### config.mk
export PLATFORM = sky130hd
export DESIGN_NAME = dsr_controller
export DESIGN_NICKNAME = d
export VERILOG_FILES = /design/src/rtl/dsr_pkg.sv /design/src/rtl/dsr_controller.sv
export SDC_FILE = /design/constraint.sdc
export NUM_CORES = 1
export LEC_CHECK = 0
export ABC_AREA = 1
export BUFFER_PORTS_ARGS = -buffer_cell sky130_fd_sc_hd__buf_4
export CORE_MARGIN = 2
export CORE_UTILIZATION = 53
export DETAILED_ROUTE_END_ITERATION = 7
export PLACE_DENSITY_LB_ADDON = 0.12
export SETUP_SLACK_MARGIN = 0.05
export SYNTH_ARGS = -nofsm -noshare
export SYNTH_HDL_FRONTEND = slang
export SYNTH_SLANG_ARGS = --single-unit
### constraint.sdc
create_clock -name clk_i -period 2.1 [get_ports clk_i]
set_clock_uncertainty 0.05 [all_clocks]
set_input_delay 0.42 -clock clk_i [delete_from_list [all_inputs] [get_ports clk_i]]
set_output_delay 0.42 -clock clk_i [all_outputs]
set_load 0.02 [all_outputs]
### src/rtl/dsr_pkg.sv
// Shared types and codes for the double-ended queue engine.
package dsr_pkg;

  typedef enum logic [3:0] {
    KIND_PUSH_FRONT = 4'd0,
    KIND_PUSH_BACK  = 4'd1,
    KIND_POP_FRONT  = 4'd2,
    KIND_POP_BACK   = 4'd3,
    KIND_SORT       = 4'd4,
    KIND_REVERSE    = 4'd5,
    KIND_LIST       = 4'd6,
    KIND_SIZE       = 4'd7,
    KIND_FRONT      = 4'd8,
    KIND_BACK       = 4'd9
  } kind_e;

  typedef enum logic [3:0] {
    DP_NONE,
    DP_PUSH_FRONT,
    DP_PUSH_BACK,
    DP_POP_FRONT,
    DP_POP_BACK,
    DP_REVERSE,
    DP_SHIFT_LEFT,
    DP_ROTATE,
    DP_SORT_EVEN,
    DP_SORT_ODD
  } dp_op_e;

  typedef enum logic [2:0] {
    SRC_ZERO,
    SRC_MINUS_ONE,
    SRC_FRONT,
    SRC_BACK,
    SRC_COUNT
  } src_e;

  typedef enum logic [2:0] {
    ST_IDLE,
    ST_REV_SHIFT,
    ST_SORT,
    ST_LIST
  } state_e;

  typedef struct packed {
    dp_op_e op;
    logic   clear;
    logic   emit;
    src_e   src;
    logic   has;
    logic   last;
    logic   refused;
  } dp_cmd_t;

endpackage

### src/rtl/dsr_controller.sv
// Command sequencer of the queue engine: decodes items and walks the cells.
module dsr_controller import dsr_pkg::*; #(
  parameter int DEPTH = 16,
  parameter int CW    = $clog2(DEPTH + 1)
) (
  input  logic          clk_i,
  input  logic          rst_ni,
  input  logic          start,
  input  logic [3:0]    kind_i,
  input  logic          start_case_i,
  input  logic [CW-1:0] count_i,
  output logic          busy,
  output dp_cmd_t       cmd_o
);

  localparam logic [CW-1:0] DepthC = CW'(DEPTH);
  localparam logic [CW-1:0] LastK  = CW'(DEPTH - 1);

  state_e        state_q, state_d;
  logic [CW-1:0] k_q, k_d;
  logic          ref_q, ref_d;
  logic          accept;

  assign busy   = (state_q != ST_IDLE);
  assign accept = start && !busy;

  always_ff @(posedge clk_i or negedge rst_ni) begin
    if (!rst_ni) begin
      state_q <= ST_IDLE;
      k_q     <= '0;
      ref_q   <= 1'b0;
    end else begin
      state_q <= state_d;
      k_q     <= k_d;
      ref_q   <= ref_d;
    end
  end

  always_comb begin
    state_d = state_q;
    k_d     = k_q;
    ref_d   = ref_q;
    cmd_o   = '{op: DP_NONE, clear: 1'b0, emit: 1'b0, src: SRC_ZERO,
                has: 1'b1, last: 1'b1, refused: 1'b0};
    unique case (state_q)
      ST_IDLE: begin
        if (accept) begin
          cmd_o.clear = start_case_i;
          ref_d       = 1'b0;
          k_d         = '0;
          state_d     = ST_LIST;
          unique case (kind_i)
            KIND_PUSH_FRONT: begin
              if (count_i == DepthC) ref_d = 1'b1;
              else cmd_o.op = DP_PUSH_FRONT;
            end
            KIND_PUSH_BACK: begin
              if (count_i == DepthC) ref_d = 1'b1;
              else cmd_o.op = DP_PUSH_BACK;
            end
            KIND_POP_FRONT: if (count_i != '0) cmd_o.op = DP_POP_FRONT;
            KIND_POP_BACK: begin
              if (count_i != '0) cmd_o.op = DP_POP_BACK;
              if (count_i <= CW'(1)) begin
                cmd_o.emit = 1'b1;
                cmd_o.src  = SRC_MINUS_ONE;
                state_d    = ST_IDLE;
              end
            end
            KIND_SORT: state_d = ST_SORT;
            KIND_REVERSE: begin
              cmd_o.op = DP_REVERSE;
              if (count_i != DepthC) begin
                k_d     = count_i;
                state_d = ST_REV_SHIFT;
              end
            end
            KIND_LIST: ;
            KIND_SIZE: begin
              cmd_o.emit = 1'b1;
              cmd_o.src  = SRC_COUNT;
              state_d    = ST_IDLE;
            end
            KIND_FRONT, KIND_BACK: begin
              cmd_o.emit = 1'b1;
              if (count_i == '0) cmd_o.src = SRC_MINUS_ONE;
              else if (kind_i == KIND_FRONT) cmd_o.src = SRC_FRONT;
              else cmd_o.src = SRC_BACK;
              state_d = ST_IDLE;
            end
            default: begin
              cmd_o.emit = 1'b1;
              cmd_o.has  = 1'b0;
              state_d    = ST_IDLE;
            end
          endcase
        end
      end
      ST_REV_SHIFT: begin
        cmd_o.op = DP_SHIFT_LEFT;
        k_d      = k_q + 1'b1;
        if (k_q == LastK) begin
          k_d     = '0;
          state_d = ST_LIST;
        end
      end
      ST_SORT: begin
        cmd_o.op = k_q[0] ? DP_SORT_ODD : DP_SORT_EVEN;
        k_d      = k_q + 1'b1;
        if (k_q == LastK) begin
          k_d     = '0;
          state_d = ST_LIST;
        end
      end
      ST_LIST: begin
        cmd_o.refused = ref_q;
        if (count_i == '0) begin
          cmd_o.emit = 1'b1;
          cmd_o.has  = 1'b0;
          state_d    = ST_IDLE;
        end else begin
          cmd_o.op   = DP_ROTATE;
          cmd_o.emit = (k_q < count_i);
          cmd_o.src  = SRC_FRONT;
          cmd_o.last = (k_q + 1'b1 == count_i);
          k_d        = k_q + 1'b1;
          if (k_q == LastK) state_d = ST_IDLE;
        end
      end
      default: state_d = ST_IDLE;
    endcase
  end

endmodule

==> results of run 1 <==
## cell usage after synthesis, drive strengths merged
master / n
a22oi: 1
a31oi: 1
nand3: 18
ha: 12
nor3: 2
o21ai: 12
a21oi: 8
nand2: 64
nor2: 19
dfrtp: 8
o211ai: 1
nor4: 1
o21bai: 1
xor2: 3
inv: 34
## state kept, by name (all words and copies together), names as in the netlist
register and cells:
ref_q 1, state_q 2, k_q 5
## per-layer routing
metal  wire length, um  share of wire [%]
met4               235                6.1
met2              1820                 47
met5                 0                  0
met3               392                 10
met1              1420                 37
## layout make-up
type                            instances  area [um^2]
Timing Repair Buffer                   43          348
Inverter                               34          130
Sequential cell                         8          203
Clock buffer                            3         22.5
Multi-Input combinational cell        143          920
Tap cell                               27         33.8
Fill cell                             112          285
## final timing paths
check                      depth (start not counted)               start                     end  slack, ps
min in group clk_i                                 2   ref_q$_DFFE_PN0P_       ref_q$_DFFE_PN0P_        490
max in group asynchronous                          2              rst_ni      k_q[2]$_DFFE_PN0P_       1370
hold reg to reg                                    2   ref_q$_DFFE_PN0P_       ref_q$_DFFE_PN0P_        490
setup reg to reg                                  11  k_q[1]$_DFFE_PN0P_      k_q[2]$_DFFE_PN0P_        260
setup / recovery                                   9  k_q[1]$_DFFE_PN0P_                cmd_o[1]       -160
hold / removal                                     2              rst_ni  state_q[1]$_DFFE_PN0P_        490
## cells by family (layout without fill, tap and decap cells)
| kind of cell | count (synthesis) | after routing | share of synthesized area [%] |
|---|---|---|---|
| compound gates | 24 | 24 | 12.9 |
| buf+inv | 34 | 80 | 11.7 |
| flops | 8 | 8 | 18.4 |
| xor+xnor | 3 | 3 | 2.42 |
| fa+ha+maj | 12 | 12 | 13.8 |
| simple gates | 104 | 104 | 40.7 |
## critical path, stage by stage (launching register included)
cell and delay, ps:
dfrtp_1 410, ha_4 190, nand2_4 80, nor2_4 40, ha_4 290, o21bai_1 80, nor2_1 110, nand2_1 70
o21ai_2 140, buf_6 130
## per-stage QoR
| stage | power, mW | worst slack (ps) | instance area, um^2 | instances |
|---|---|---|---|---|
| finish | 1.89 | -158 | 1660 | 258 |
| global placement | 1.31 | 85.7 | 1340 | 240 |
| global route | 1.99 | -225 | 1660 | 258 |
| floorplan | 0.955 | -0.350 | 1090 | 185 |
| CTS | 1.58 | -137 | 1480 | 252 |
| detailed placement | 1.33 | 11.9 | 1340 | 240 |
## timing repair
action	CTS	global route
hold endpoints to repair	8	0
gates resized for setup	13	28
buffers inserted	8	7
pin swaps	7	12
hold buffers	1	0
setup endpoints to repair	6	8
## report_power, final
part           switching (mW)  total [mW]  internal (mW)
clock network          0.0433       0.108         0.0648
logic                   0.874        1.53          0.656
registers              0.0556       0.255          0.200
==> reports/qor.yml, run 1 <==
peakVddDrop_v: 0.000993
syn_area_per_cell_um2: 5.88
cts-buffers-inserted: 3
syn_area_mm2: 0.00109
grt_pass1_vias: 1293
ios: 26
max_freq_ghz: 0.443
finalSetupViolations: 2
grt_setup_unrepaired: "true"
required_ps: 1630
synthTopCellsByArea: "nand2_1, dfrtp_1, ha_1"
rows: 16
hpwl_um: 2400
die_x_um: 49.3
met1_usage_pct: 33.5
leakage_nw: 0.872
gp_congestion: 0.914
postRouteAntennaNets: 0
synth_nets: 210
slew_headroom_pct: 80.4
drc_errors: 0
maxSlewViolCount: 0
tritoncts: "built"
tns_ps: -259
synth_top_area_share_pct: 21.4
grt_use_total_pct: 27.6
ys_seq_elements: 8
route.detailed.wl_per_inst_um: 15.0
antenna_found_initial: 0
grt_pass1_wl_um: 5290
yosysSeqAreaShare_pct: 18.4
drt-initial-drc-count: 102
fin_crit_sh_pct: 108
worst_setup_path_end_kind: "output port"
root_buffer: "clkbuf_4"
grt_remaining_overflow: 0
gr-usage-met2_pct: 48.9
routed_wl_um: 3870
coreArea_mm2: 0.00194
fin_ws_ps: -158
drt_first_pass_iters: 5
hold_class: "input port to async pin"
synth_warnings: 0
cp.arrival_ps: 1790
whs_ps: 487
dieArea_mm2: 0.00243
layout.nets: 258
cts.htree.levels: 1
layout_common_cells: "nand2_1, buf_4, inv_1, nand3_1, nor2_1"
yosys.area.top_type: "nand2_1"
initial_core_util_pct: 56.0
period_needed_ps: 2260
busiest_layer: "met2"
viasPerCell: 5.74
grt_max_degree: 9
diodes: 0
worst_slew_pin_slew_ps: 293
clock_latency_ps: 240
met3_usage_pct: 2.15
cts.path.max_buffers: 2
yosysUniqueCellTypes: 21
status: "finished with violations"
p_per_area_mw_per_mm2: 1140
critPathMaxFanout: 3
violations: "negative setup slack"
area_growth_pct: 52.4
hold_viol: 0
path_clk_slew_ps: 50
cts_sinks: 8
final_common_cell: "nand2_1"
vias: 1481
cap_violations: 0
critPathKind: "flop to output port"
syn_inst: 185
cp-start-kind: "flop"
drive_gt1_share_pct: 35.5
chipHeight_um: 49.3
postLayoutCoreUtil_pct: 85.3
port_buffers: 25
Power figures use the tool's default switching activity.
==> run 2, diff against run 1 <==
--- a/config.mk
+++ b/config.mk
@@ -12,6 +12,7 @@
 export DETAILED_ROUTE_END_ITERATION = 7
 export PLACE_DENSITY_LB_ADDON = 0.12
 export SETUP_SLACK_MARGIN = 0.05
+export SKIP_CTS_REPAIR_TIMING = 1
 export SYNTH_ARGS = -nofsm -noshare
 export SYNTH_HDL_FRONTEND = slang
 export SYNTH_SLANG_ARGS = --single-unit
==> reports/qor.yml, run 2 (synthesis gave the netlist of run 1 again) <==
status: "finished with violations"  # unchanged
violations: "negative setup slack"  # unchanged
cp-start-kind: "flop"  # unchanged
switchingPower_mw: 0.879  # was 0.973 mW
final_common_cell: "nand2_1"  # unchanged
hpwl_um: 2400  # unchanged
path_clk_slew_ps: 50  # about the same
tns_ps: -238  # was -259 ps
dieArea_mm2: 0.00243  # unchanged
met3_usage_pct: 1.84  # was 2.15%
initial_core_util_pct: 56.0  # unchanged
viasPerCell: 5.49  # was 5.74
met1_usage_pct: 31.4  # was 33.5%
antenna_found_initial: 0  # unchanged
regMostFlops: "k_q"  # unchanged
cp.arrival_ps: 1850  # was 1790 ps
hold_class: "flop to flop"  # was input port to async pin
cts.path.max_buffers: 2  # unchanged
drt-initial-drc-count: 67  # was 102
ios: 26  # unchanged
drc_errors: 0  # unchanged
grt_max_degree: 9  # unchanged
p_sw_share_pct: 52.1  # was 51.4%
worst_setup_path_end_kind: "output port"  # unchanged
routed_wl_um: 3210  # was 3870 um
post-place-ws_ps: 11.9  # unchanged
largest_reg_flops: 5  # unchanged
fin_crit_sh_pct: 111  # was 108%
route.detailed.wl_per_inst_um: 12.8  # was 15.0 um
slew_headroom_pct: 77.3  # was 80.4%
drive_gt1_share_pct: 29.5  # was 35.5%
worst_slew_pin_slew_ps: 340  # was 293 ps
root_buffer: "clkbuf_4"  # unchanged
peakVddDrop_v: 0.000968  # was 0.000993 V
p_per_area_mw_per_mm2: 1110  # was 1140 mW/mm^2
grt_setup_unrepaired: "true"  # unchanged
required_ps: 1630  # about the same
coreArea_mm2: 0.00194  # unchanged
postRouteAntennaNets: 0  # unchanged
tritoncts: "built"  # unchanged
seqPwrFrac_pct: 14.3  # was 13.5%
diodes: 0  # unchanged
layout_common_cells: "nand2_1, buf_4, inv_1, nand3_1, nor2_1"  # unchanged
layout.nets: 251  # was 258
grt_pass1_wl_um: 4840  # was 5290 um
fin_ws_ps: -221  # was -158 ps
vias: 1377  # was 1481
grt_remaining_overflow: 0  # unchanged
cts_sinks: 8  # unchanged
clock_latency_ps: 240  # about the same
area_growth_pct: 39.4  # was 52.4%
chipHeight_um: 49.3  # unchanged
hold_viol: 0  # unchanged
die_x_um: 49.3  # unchanged
port_buffers: 25  # unchanged
grt_pass1_vias: 1175  # was 1293
cts.htree.levels: 1  # unchanged
maxSlewViolCount: 0  # unchanged
finalSetupViolations: 2  # unchanged
period_needed_ps: 2320  # was 2260 ps
leakage_nw: 0.819  # was 0.872 nW
rows: 16  # unchanged
cap_violations: 0  # unchanged
max_freq_ghz: 0.431  # was 0.443 GHz
grt_use_total_pct: 25.1  # was 27.6%
power_frac_comb_pct: 79.3  # was 80.8%
critPathMaxFanout: 3  # unchanged
critPathKind: "flop to output port"  # unchanged
cts-buffers-inserted: 3  # unchanged
drt_first_pass_iters: 4  # was 5
power_frac_clock_pct: 6.4  # was 5.7%
power.internal_mw: 0.807  # was 0.921 mW
top_regs: "k_q (5), state_q (2), ref_q (1)"  # unchanged
gr-usage-met2_pct: 45.0  # was 48.9%
busiest_layer: "met2"  # unchanged
gp_congestion: 0.914  # unchanged
## run 2: changes by cell type in the layout (fill, tap and decap cells not counted), sizes merged
cell,before,now
buf,42,35
## run 2: routing by layer
metal | vias to the layer above | part of all wire [%]
met5 | - | 0
met3 | 10 | 7.3
met4 | 0 | 2.0
met1 | 632 | 42
met2 | 74 | 49
li1 | 661 | -
## run 2: area by class of cell
cell class,count,area [um^2]
Timing Repair Buffer,36,277
Sequential cell,8,200
Tap cell,27,33.8
Inverter,34,133
Fill cell,153,427
Clock buffer,3,22.5
Multi-Input combinational cell,143,850
## run 2: final timing paths
kind / endpoint / slack (ps) / cells after the start / from
worst min register to register: ref_q$_DFFE_PN0P_ / 480 / 2 / ref_q$_DFFE_PN0P_
worst max register to register: k_q[3]$_DFFE_PN0P_ / 300 / 11 / k_q[1]$_DFFE_PN0P_
min in group asynchronous: state_q[1]$_DFFE_PN0P_ / 490 / 2 / rst_ni
worst min-delay path: ref_q$_DFFE_PN0P_ / 480 / 2 / ref_q$_DFFE_PN0P_
max in group asynchronous: k_q[1]$_DFFE_PN0P_ / 1390 / 2 / rst_ni
worst max-delay path: cmd_o[1] / -220 / 10 / k_q[1]$_DFFE_PN0P_
## run 2: critical path: stages, from the launching register on
cell and delay, ps:
dfrtp_1 370, ha_2 200, nand2_2 80, nor2_4 160, ha_4 230, nand2_2 70
nand3_2 60, nor2_1 110, nand2_1 70, o21ai_2 130, buf_6 130
## run 2: power groups by stage
stage	registers, mW	clock network [mW]	logic, mW
after floorplan	0.237	0	0.718
after global placement	0.237	0	1.07
after detailed placement	0.239	0	1.10
after CTS	0.237	0.116	1.10
after global routing	0.246	0.119	1.44
final	0.241	0.108	1.34
## run 2: metrics by stage
stage | area, um^2 | utilization (%) | instances | power (mW) | hold slack (ps)
after floorplan | 1090 | - | 185 | 0.955 | 74.4
after global placement | 1340 | 68.9 | 240 | 1.31 | 188
after detailed placement | 1340 | 68.9 | 240 | 1.33 | 191
after CTS | 1360 | 70.0 | 243 | 1.45 | -75.7
after global routing | 1520 | 78.0 | 251 | 1.80 | 485
final | 1520 | 78.0 | 251 | 1.69 | 477
==> run 3, diff against run 2 <==
--- a/config.mk
+++ b/config.mk
@@ -5,7 +5,8 @@
 export SDC_FILE = /design/constraint.sdc
 export NUM_CORES = 1
 export LEC_CHECK = 0
-export ABC_AREA = 1
+export ABC_AREA = 0
+export ABC_CLOCK_PERIOD_IN_PS = 2100
 export BUFFER_PORTS_ARGS = -buffer_cell sky130_fd_sc_hd__buf_4
 export CORE_MARGIN = 2
 export CORE_UTILIZATION = 53
==> reports/qor.yml, run 3 <==
grt_pass1_wl_um: 5880  # was 4840 um
tns_ps: -1380  # was -238 ps
synth_top_area_share_pct: 18.0  # was 21.4%
critPathKind: "flop to output port"  # unchanged
fin_ws_ps: -383  # was -221 ps
worst_slew_pin_slew_ps: 448  # was 340 ps
yosysSeqAreaShare_pct: 18.0  # was 18.4%
slew_headroom_pct: 70.1  # was 77.3%
postRouteAntennaNets: 0  # unchanged
grt_remaining_overflow: 0  # unchanged
maxSlewViolCount: 0  # unchanged
route.detailed.wl_per_inst_um: 20.6  # was 12.8 um
hold_class: "input port to async pin"  # was flop to flop
seqCellArea_um2: 200  # unchanged
synth_common_cells: "inv_1, ha_1, nor2_1, a21oi_1, dfrtp_1"  # was nand2_1, inv_1, nand3_1, nor2_1, ha_1
cp.arrival_ps: 2010  # was 1850 ps
gp_congestion: 0.947  # was 0.914
coreArea_mm2: 0.00198  # was 0.00194 mm^2
finalSetupViolations: 6  # was 2
die_x_um: 49.9  # was 49.3 um
yosysUniqueCellTypes: 49  # was 21
ios: 26  # unchanged
synthFlopType: "dfrtp_1"  # unchanged
antenna_found_initial: 0  # unchanged
synthTopCellsByArea: "dfrtp_1, ha_1, a21oi_1"  # was nand2_1, dfrtp_1, ha_1
drive_gt1_share_pct: 48.2  # was 29.5%
drc_errors: 0  # unchanged
status: "finished with violations"  # unchanged
worst_setup_path_end_kind: "output port"  # unchanged
largest_reg_flops: 5  # unchanged
period_needed_ps: 2480  # was 2320 ps
rows: 16  # unchanged
synthArstFlopShare_pct: 100  # unchanged
root_buffer: "clkbuf_4"  # unchanged
chipHeight_um: 49.9  # was 49.3 um
drt-met1-wl_um: 1580  # was 1340 um
hold_viol: 0  # unchanged
cts.path.max_buffers: 2  # unchanged
fin_crit_sh_pct: 118  # was 111%
viasPerCell: 6.68  # was 5.49
final_cell_area_mm2: 0.00179  # was 0.00152 mm^2
port_buffers: 25  # unchanged
grt_max_degree: 14  # was 9
p_per_area_mw_per_mm2: 1220  # was 1110 mW/mm^2
violations: "negative setup slack"  # unchanged
required_ps: 1630  # about the same
final_common_cell: "buf_4"  # was nand2_1
layout_common_cells: "buf_4, buf_6, inv_1, nor2_1, ha_1"  # was nand2_1, buf_4, inv_1, nand3_1, nor2_1
wl_met3_um: 546  # was 233 um
initial_core_util_pct: 56.2  # was 56.0%
critPathMaxFanout: 2  # was 3
multi_input_area_mm2: 0.00101  # was 850 um^2
yosysMostFrequentCell: "inv_1"  # was nand2_1
diodes: 0  # unchanged
tritoncts: "built"  # unchanged
synth_nets: 167  # was 210
grt_setup_unrepaired: "true"  # unchanged
regMostFlops: "k_q"  # unchanged
syn_area_mm2: 0.00111  # was 0.00109 mm^2
peakVddDrop_v: 0.000896  # was 0.000968 V
syn_inst: 142  # was 185
synth_edf_count: 0  # unchanged
cts-buffers-inserted: 3  # unchanged
cts.htree.levels: 1  # unchanged
cp-start-kind: "flop"  # unchanged
synth_warnings: 0  # unchanged
cts_sinks: 8  # unchanged
fin_total_pwr_mw: 2.19  # was 1.69 mW
area_growth_pct: 60.8  # was 39.4%
met2WireLength_um: 2150  # was 1580 um
drt_first_pass_iters: 5  # was 4
grt_use_total_pct: 30.7  # was 25.1%
path_clk_slew_ps: 50  # about the same
placed_area_mm2: 0.00158  # was 0.00134 mm^2
layout.nets: 222  # was 251
top_layer_used: "met4"  # unchanged
max_freq_ghz: 0.403  # was 0.431 GHz
yosys.area.top_type: "dfrtp_1"  # was nand2_1
ys_seq_elements: 8  # unchanged
dieArea_mm2: 0.00249  # was 0.00243 mm^2
routed_wl_um: 4570  # was 3210 um
leakage_nw: 0.803  # was 0.819 nW
hpwl_um: 2940  # was 2400 um
clock_latency_ps: 250  # was 240 ps
nFillCells: 83  # was 153
grt_pass1_vias: 1277  # was 1175
drt-initial-drc-count: 110  # was 67
syn_area_per_cell_um2: 7.85  # was 5.88 um^2
vias: 1482  # was 1377
top_regs: "k_q (5), state_q (2), ref_q (1)"  # unchanged
cap_violations: 0  # unchanged
-- run 3: changes by cell type in the layout (fill, tap and decap cells not counted), moves of 4 or more --
cell,previous run,this run
buf_6,1,11
and2_1,0,4
inv_1,27,10
nand3_1,16,1
o21ai_0,10,5
nor2_1,14,9
nor2b_1,0,4
nand2_1,58,4
buf_4,34,46
-- run 3: critical path: stages, from the launching register on --
cell and delay [ps]:
dfrtp_1 410, ha_4 190, nand3_4 90, inv_2 50, ha_4 220, xnor2_2 140, nor3_2 120, a21oi_1 90
a311oi_2 270, buf_4 190
-- run 3: per-layer routing --
layer  GRT usage (%)  vias up
met3           0.606       39
met2            54.0      133
met5               0        -
met1            41.4      683
met4            8.33        0
li1                -      627
-- run 3: final timing paths --
kind | start | to | slack, ps | depth (start not counted)
worst max-delay path | k_q[1]$_DFFE_PN0P_ | cmd_o[1] | -380 | 9
worst min-delay path | rst_ni | state_q[0]$_DFFE_PN0P_ | 460 | 2
worst max register to register | state_q[1]$_DFFE_PN0P_ | k_q[1]$_DFFE_PN0P_ | 110 | 9
worst min register to register | ref_q$_DFFE_PN0P_ | ref_q$_DFFE_PN0P_ | 470 | 1
max in group asynchronous | rst_ni | k_q[1]$_DFFE_PN0P_ | 1410 | 2
min in group clk_i | ref_q$_DFFE_PN0P_ | ref_q$_DFFE_PN0P_ | 470 | 1
-- run 3: cell type report --
| cell class | instances | area share (%) |
|---|---|---|
| Tap cell | 27 | 1.88 |
| Timing Repair Buffer | 58 | 26.7 |
| Clock buffer | 3 | 1.26 |
| Sequential cell | 8 | 11.2 |
| Multi-Input combinational cell | 113 | 56.2 |
| Inverter | 13 | 2.72 |
-- run 3: through the flow --
step / setup WS [ps] / hold slack, ps / std cells / utilization, %
finish: -383 / 463 / 222 / 90.5
detailed placement: -205 / 189 / 214 / 79.5
global route: -449 / 475 / 222 / 90.5
floorplan: -44.0 / 74.4 / 142 / -
CTS: -444 / -83.1 / 217 / 80.6
global placement: -172 / 187 / 214 / 79.5
-- run 3: power by group --
part	switching (mW)	internal (mW)
Clock	0.0459	0.0650
Sequential	0.0605	0.214
Combinational	0.944	0.862
-- run 3: logic make-up after synthesis --
kind of cell / synth area share [%]
mux: 0.898
compound gates: 29.3
flops: 18.0
fa+ha+maj: 13.5
xor+xnor: 4.71
simple gates: 26.4
buf+inv: 7.30
